`config.mk`:
```
export PLATFORM = sky130hd
export DESIGN_NAME = alternate_chunk_reverse_unit
export DESIGN_NICKNAME = d
export VERILOG_FILES = /design/src/hdl/acr_pkg.sv /design/src/hdl/acr_cell.sv /design/src/hdl/alternate_chunk_reverse_unit.sv
export SDC_FILE = /design/constraint.sdc
export NUM_CORES = 2
export LEC_CHECK = 0
export ABC_AREA = 1
export BUFFER_PORTS_ARGS = -buffer_cell sky130_fd_sc_hd__buf_4
export CAP_MARGIN = 20
export CORE_ASPECT_RATIO = 2
export CORE_MARGIN = 10
export CORE_UTILIZATION = 55
export CTS_CLUSTER_SIZE = 12
export DETAILED_ROUTE_END_ITERATION = 8
export GPL_ROUTABILITY_DRIVEN = 1
export PLACE_DENSITY = 0.74
export SYNTH_ARGS = -nofsm -noshare
export SYNTH_HDL_FRONTEND = slang
export SYNTH_SLANG_ARGS = --single-unit
```
`constraint.sdc`:
```
create_clock -name clk -period 42.9 [get_ports clk]
set_input_delay 6.435 -clock clk [delete_from_list [all_inputs] [get_ports clk]]
set_output_delay 6.435 -clock clk [all_outputs]
set_load 0.01 [all_outputs]
```
`src/hdl/acr_pkg.sv`:
```
// Shared constants and types for the alternate chunk reverse unit.
package acr_pkg;

	localparam int VALUE_W = 32;
	localparam int CFG_W = 7;
	localparam int MAX_CHUNK_DEF = 64;
	localparam logic [CFG_W-1:0] CHUNK_SIZE_RESET = 7'd3;

	typedef enum logic [1:0] {
		CELL_HOLD,
		CELL_UP,
		CELL_DOWN
	} cell_op_t;

endpackage

```
`src/hdl/acr_cell.sv`:
```
// One storage cell of the shift chain: holds a value or takes it from either neighbor.
module acr_cell (
	input  logic                                 clk,
	input  acr_pkg::cell_op_t                    op,
	input  logic signed [acr_pkg::VALUE_W-1:0]   from_lower,
	input  logic signed [acr_pkg::VALUE_W-1:0]   from_upper,
	output logic signed [acr_pkg::VALUE_W-1:0]   q
);

	logic signed [acr_pkg::VALUE_W-1:0] data_q;

	always_ff @(posedge clk) begin
		case (op)
			acr_pkg::CELL_UP:   data_q <= from_lower;
			acr_pkg::CELL_DOWN: data_q <= from_upper;
			default:            data_q <= data_q;
		endcase
	end

	assign q = data_q;

endmodule

```
`src/hdl/alternate_chunk_reverse_unit.sv`:
```
// Top level of the alternate chunk reverse unit: chain of cells and its sequencer.
// The block reorders a stream of signed 32-bit values. Chunks of chunk_size values
// alternate between reversed and passed, the first chunk of a list being reversed.
// Input beats arrive on item_valid/item_stall with value and end_of_list; result
// beats leave on result_valid/result_stall with out_value and run_last, where
// run_last marks the final result caused by one input beat.
// A value of a pass chunk goes straight to the output register and appears in the
// cycle after it is taken; such beats sustain one per cycle while result_stall is low.
// A value of a reversed chunk is pushed into a row of MAX_CHUNK cells (cell 0 is
// the newest). When the chunk completes, the row shifts toward cell 0 once per
// result, so a burst of n values leaves newest first. A list that ends inside a
// reversed chunk of n held values first shifts the row toward the top cell until
// the oldest value sits there, then emits the n values oldest first from the top
// cell. No input beat is taken during a burst or a flush.
// chunk_size is written through chunk_size_we/chunk_size_wdata; zero acts as one
// and values above MAX_CHUNK act as MAX_CHUNK.
// Reset marks the chain empty, starts in the reversing phase and sets chunk_size to 3.
// While result_stall holds a beat in the output register, bursts and flushes pause
// and no input beat is taken; the shift toward the top cell before a flush goes on.
module alternate_chunk_reverse_unit #(
	parameter int MAX_CHUNK = acr_pkg::MAX_CHUNK_DEF
) (
	input  logic                                 clk,
	input  logic                                 arst_n,
	input  logic                                 chunk_size_we,
	input  logic [acr_pkg::CFG_W-1:0]            chunk_size_wdata,
	input  logic                                 item_valid,
	output logic                                 item_stall,
	input  logic signed [acr_pkg::VALUE_W-1:0]   value,
	input  logic                                 end_of_list,
	output logic                                 result_valid,
	input  logic                                 result_stall,
	output logic signed [acr_pkg::VALUE_W-1:0]   out_value,
	output logic                                 run_last
);

	localparam int CW = $clog2(MAX_CHUNK + 1);
	localparam int WW = (CW > acr_pkg::CFG_W) ? CW : acr_pkg::CFG_W;

	typedef enum logic [1:0] {
		ST_ACCEPT,
		ST_BURST,
		ST_SKIP,
		ST_FLUSH
	} state_t;

	state_t                              state_q;
	logic [acr_pkg::CFG_W-1:0]           chunk_size_q;
	logic [CW-1:0]                       fill_q;
	logic [CW-1:0]                       pass_count_q;
	logic                                pass_phase_q;
	logic [CW-1:0]                       remain_q;
	logic [CW-1:0]                       skip_q;
	logic                                result_valid_q;
	logic signed [acr_pkg::VALUE_W-1:0]  out_value_q;
	logic                                run_last_q;

	logic signed [acr_pkg::VALUE_W-1:0]  cell_q [MAX_CHUNK];
	acr_pkg::cell_op_t                   cell_op;

	logic [WW-1:0]                       size_wide;
	logic [CW-1:0]                       eff_size;
	logic                                out_free;
	logic                                accept;
	logic                                push_ok;
	logic [CW-1:0]                       fill_inc;
	logic [CW-1:0]                       pass_inc;
	logic                                out_load;
	logic signed [acr_pkg::VALUE_W-1:0]  out_data;
	logic                                out_last;

	always_comb begin
		size_wide = WW'(chunk_size_q);
		if (chunk_size_q == '0) begin
			eff_size = CW'(1);
		end else if (size_wide > WW'(MAX_CHUNK)) begin
			eff_size = CW'(MAX_CHUNK);
		end else begin
			eff_size = CW'(size_wide);
		end
	end

	assign out_free   = !result_valid_q || !result_stall;
	assign item_stall = !((state_q == ST_ACCEPT) && out_free);
	assign accept     = item_valid && !item_stall;
	assign push_ok    = (fill_q != CW'(MAX_CHUNK));
	assign fill_inc   = push_ok ? fill_q + CW'(1) : fill_q;
	assign pass_inc   = pass_count_q + CW'(1);

	always_comb begin
		cell_op  = acr_pkg::CELL_HOLD;
		out_load = 1'b0;
		out_data = value;
		out_last = 1'b1;
		case (state_q)
			ST_ACCEPT: begin
				if (accept && !pass_phase_q && push_ok) begin
					cell_op = acr_pkg::CELL_UP;
				end
				out_load = accept && pass_phase_q;
			end
			ST_SKIP: begin
				if (skip_q != '0) begin
					cell_op = acr_pkg::CELL_UP;
				end
			end
			ST_BURST: begin
				if (out_free) begin
					cell_op = acr_pkg::CELL_DOWN;
				end
				out_load = out_free;
				out_data = cell_q[0];
				out_last = (remain_q == CW'(1));
			end
			ST_FLUSH: begin
				if (out_free) begin
					cell_op = acr_pkg::CELL_UP;
				end
				out_load = out_free;
				out_data = cell_q[MAX_CHUNK-1];
				out_last = (remain_q == CW'(1));
			end
			default: begin
				cell_op = acr_pkg::CELL_HOLD;
			end
		endcase
	end

	// Cell 0 takes new values from the input; the top cell keeps its own value on
	// a downward shift since that slot is past the end of any held chunk.
	for (genvar i = 0; i < MAX_CHUNK; i++) begin : g_chain
		logic signed [acr_pkg::VALUE_W-1:0] lower_d;
		logic signed [acr_pkg::VALUE_W-1:0] upper_d;
		if (i == 0) begin : g_first
			assign lower_d = value;
		end else begin : g_mid_lo
			assign lower_d = cell_q[i-1];
		end
		if (i == MAX_CHUNK - 1) begin : g_last
			assign upper_d = cell_q[i];
		end else begin : g_mid_hi
			assign upper_d = cell_q[i+1];
		end
		acr_cell u_cell (
			.clk        (clk),
			.op         (cell_op),
			.from_lower (lower_d),
			.from_upper (upper_d),
			.q          (cell_q[i])
		);
	end

	always_ff @(posedge clk or negedge arst_n) begin
		if (!arst_n) begin
			state_q        <= ST_ACCEPT;
			chunk_size_q   <= acr_pkg::CHUNK_SIZE_RESET;
			fill_q         <= '0;
			pass_count_q   <= '0;
			pass_phase_q   <= 1'b0;
			remain_q       <= '0;
			skip_q         <= '0;
			result_valid_q <= 1'b0;
		end else begin
			if (chunk_size_we) begin
				chunk_size_q <= chunk_size_wdata;
			end
			if (out_load) begin
				result_valid_q <= 1'b1;
			end else if (!result_stall) begin
				result_valid_q <= 1'b0;
			end
			case (state_q)
				ST_ACCEPT: begin
					if (accept) begin
						if (!pass_phase_q) begin
							if (fill_inc >= eff_size) begin
								fill_q       <= '0;
								remain_q     <= fill_inc;
								pass_phase_q <= !end_of_list;
								pass_count_q <= '0;
								state_q      <= ST_BURST;
							end else if (end_of_list) begin
								fill_q   <= '0;
								remain_q <= fill_inc;
								skip_q   <= CW'(MAX_CHUNK) - fill_inc;
								state_q  <= ST_SKIP;
							end else begin
								fill_q <= fill_inc;
							end
						end else if (end_of_list || pass_inc >= eff_size) begin
							pass_phase_q <= 1'b0;
							pass_count_q <= '0;
						end else begin
							pass_count_q <= pass_inc;
						end
					end
				end
				ST_SKIP: begin
					if (skip_q == '0) begin
						state_q <= ST_FLUSH;
					end else begin
						skip_q <= skip_q - CW'(1);
					end
				end
				ST_BURST, ST_FLUSH: begin
					if (out_free) begin
						remain_q <= remain_q - CW'(1);
						if (remain_q == CW'(1)) begin
							state_q <= ST_ACCEPT;
						end
					end
				end
				default: begin
					state_q <= ST_ACCEPT;
				end
			endcase
		end
	end

	always_ff @(posedge clk) begin
		if (out_load) begin
			out_value_q <= out_data;
			run_last_q  <= out_last;
		end
	end

	assign result_valid = result_valid_q;
	assign out_value    = out_value_q;
	assign run_last     = run_last_q;

endmodule
```
==> run metrics <==
outcome=finished clean; width of the die=306 um; relative slew slack=0.199; CTS Hold Bufs=0; largest net degree at the start of global routing=274; CTS HTree Levels=4; die height=591 um; Worst setup SP type=input port; Layout Cells excl Fill=10100; Synth top area share=0.697; Finished Core Util=0.596; clk sinks=2120; period utilization=0.311; top-count cell post-synth=edfxtp_1; HP Class=reg2reg; final hold viol count=0; All-Layer GR Usage=0.164; Req. time, crit path=36470 ps; Worst Setup End Kind=output pin; Worst-Skew Late Latency=810 ps; post-CTS setup buffer count=0; YS warnings=0; DR vias/cell=5.32; slowest cell on the critical path=buf_4; syn nets=8084; DR WL/cell=15.1 um; fmax=75.0 MHz; crit-path max cell delay=150 ps; Netlist Area Pre-Place=89700 um2; library cells used by synthesis=38; maxcap violations=0; clock tree buffer depth=4; DR iter-0 viols=4887; Avg Cell Area, Syn=11.2 um2; ANT nets after route=0; maximum fanout along the worst path=5; Placed Cells=9806; Synth Register Bits=2120; Arr. time, crit path=6910 ps; post-route setup TNS=0 ps; Site Rows=209; I/O Buffers=79; ratio of cells with drive above 1 in the final layout=0.0522; cts bufs inserted=204; vias in the first global route=52100; DRC viols=0; global-route wire length before repair=253000 um; drt first pass iters=6; unrepaired setup endpoints after global routing=no; CTS clk-pin slew, worst paths=60 ps; Seq/Total Area, Yosys=0.708; worst-margin pin slew=1200 ps; Crit Path Category=in2out; DPL Wire Length=93100 um; initial antenna violation count=1; P&R area growth vs syn=7.77%; ys async rst share=0.0184; prevailing post-synth register cell=edfxtp_1; clk root buf=clkbuf_16; synth top area cells=edfxtp_1 (70%), o21ai_0 (5.8%), a21oi_1 (5.5%), nand2_1 (4.8%), inv_1 (4.5%); I/O pin cnt=80; Placeable Area=162000 um2; Post-synth EDFFs=2081; Die ar.=181000 um2; vias=53500; Starting Density=0.553; Layout fillers=12600; post-synthesis cell type with the largest combined area=edfxtp_1; count of pins over their slew limit=0; Cell Chain, Critical Path=buf_4 > nand2_1 > nand2_1 > buf_4; GRT overflow=0; RD Place Congestion=0.782; WL final=152000 um; # nets final=7979; # setup viols final=0; Commonest cells post-synth=edfxtp_1 (2081), nand2_1 (1144), inv_1 (1070), o21ai_0 (1036), nor2_1 (1018); cells after synthesis=8015; Setup Skew=45.8 ps; Post-CTS Resized=0; minimum clock period=13340 ps; CTS tree=done
## cell families after synthesis
kind of cell / synth area share
compound gates: 0.117
xor+xnor: 0.00117
fa+ha+maj: 0.00335
buf+inv: 0.0713
flops: 0.708
mux: 0.00452
simple gates: 0.0945
## routing by layer
layer | vias up | part of all wire | global-route usage
li1 | 26900 | - | -
met1 | 25400 | 0.42 | 0.210
met2 | 856 | 0.51 | 0.288
met3 | 287 | 0.032 | 0.0190
met4 | 0 | 0.032 | 0.0589
met5 | - | 0 | 0
## cells in the final DEF, fill, tap and decap left out, drive strengths merged, types with 32 or more instances in the layout
master / Yosys / final
edfxtp: 2081 / 2081
nand2: 1146 / 1146
inv: 1072 / 1076
o21ai: 1038 / 1038
nor2: 1023 / 1023
a21oi: 992 / 992
clkbuf: 118 / 232
buf: 338 / 145
dfrtp: 37 / 37
mux2: 36 / 36
nand3: 36 / 36
o221ai: 32 / 32
## critical path, delay by kind of cell
family	cells	cell delay (ps)
buffers and inverters	2	260
and+or+nand+nor	2	220
## state kept, by name, indices dropped and copies added, names as in the netlist
register          cells
out_value            32
pass_count_q          7
remain_q              7
chunk_size_q          7
skip_q                7
pass_phase_q          1
g_chain.u_cell.q   2048
fill_q                7
result_valid          1
state_q               2
run_last              1
## metrics by stage
step | hold WS (ps) | cell area, um2 | worst slack, ps
after floorplan | 427 | 89700 | 4790
after global placement | 435 | 91100 | 29260
after detailed placement | 437 | 91100 | 29190
after CTS | 454 | 96400 | 29550
after global routing | 468 | 96600 | 29370
final | 451 | 96600 | 29560
## cell type report
type | count | area [um2] | share of cell area
multi-input cells | 4366 | 19800 | 0.205
well taps | 2110 | 2640 | 0.0273
flip-flops and latches | 2120 | 63500 | 0.657
repair buffers | 145 | 1300 | 0.0135
inverters | 1073 | 4030 | 0.0417
diodes | 1 | 2.50 | 0.0000259
clock buffers | 232 | 5250 | 0.0544
clock inverters | 8 | 101 | 0.00105
## final timing paths
kind                                          from                 endpoint  slack [ps]  cells after the start
max                                   result_stall               item_stall       29560                      4
min                        g_chain[62].u_cell.q[6]  g_chain[63].u_cell.q[6]         450                      0
max reg2reg                             state_q[0]  g_chain[1].u_cell.q[21]       33210                     14
min reg2reg                g_chain[62].u_cell.q[6]  g_chain[63].u_cell.q[6]         450                      0
max in group asynchronous                   arst_n               state_q[0]       36920                      1
min in group asynchronous                   arst_n          chunk_size_q[3]        5590                      1
Power is not shown: default switching activity piles up to over one toggle a cycle in this logic, so the estimate is an artifact.
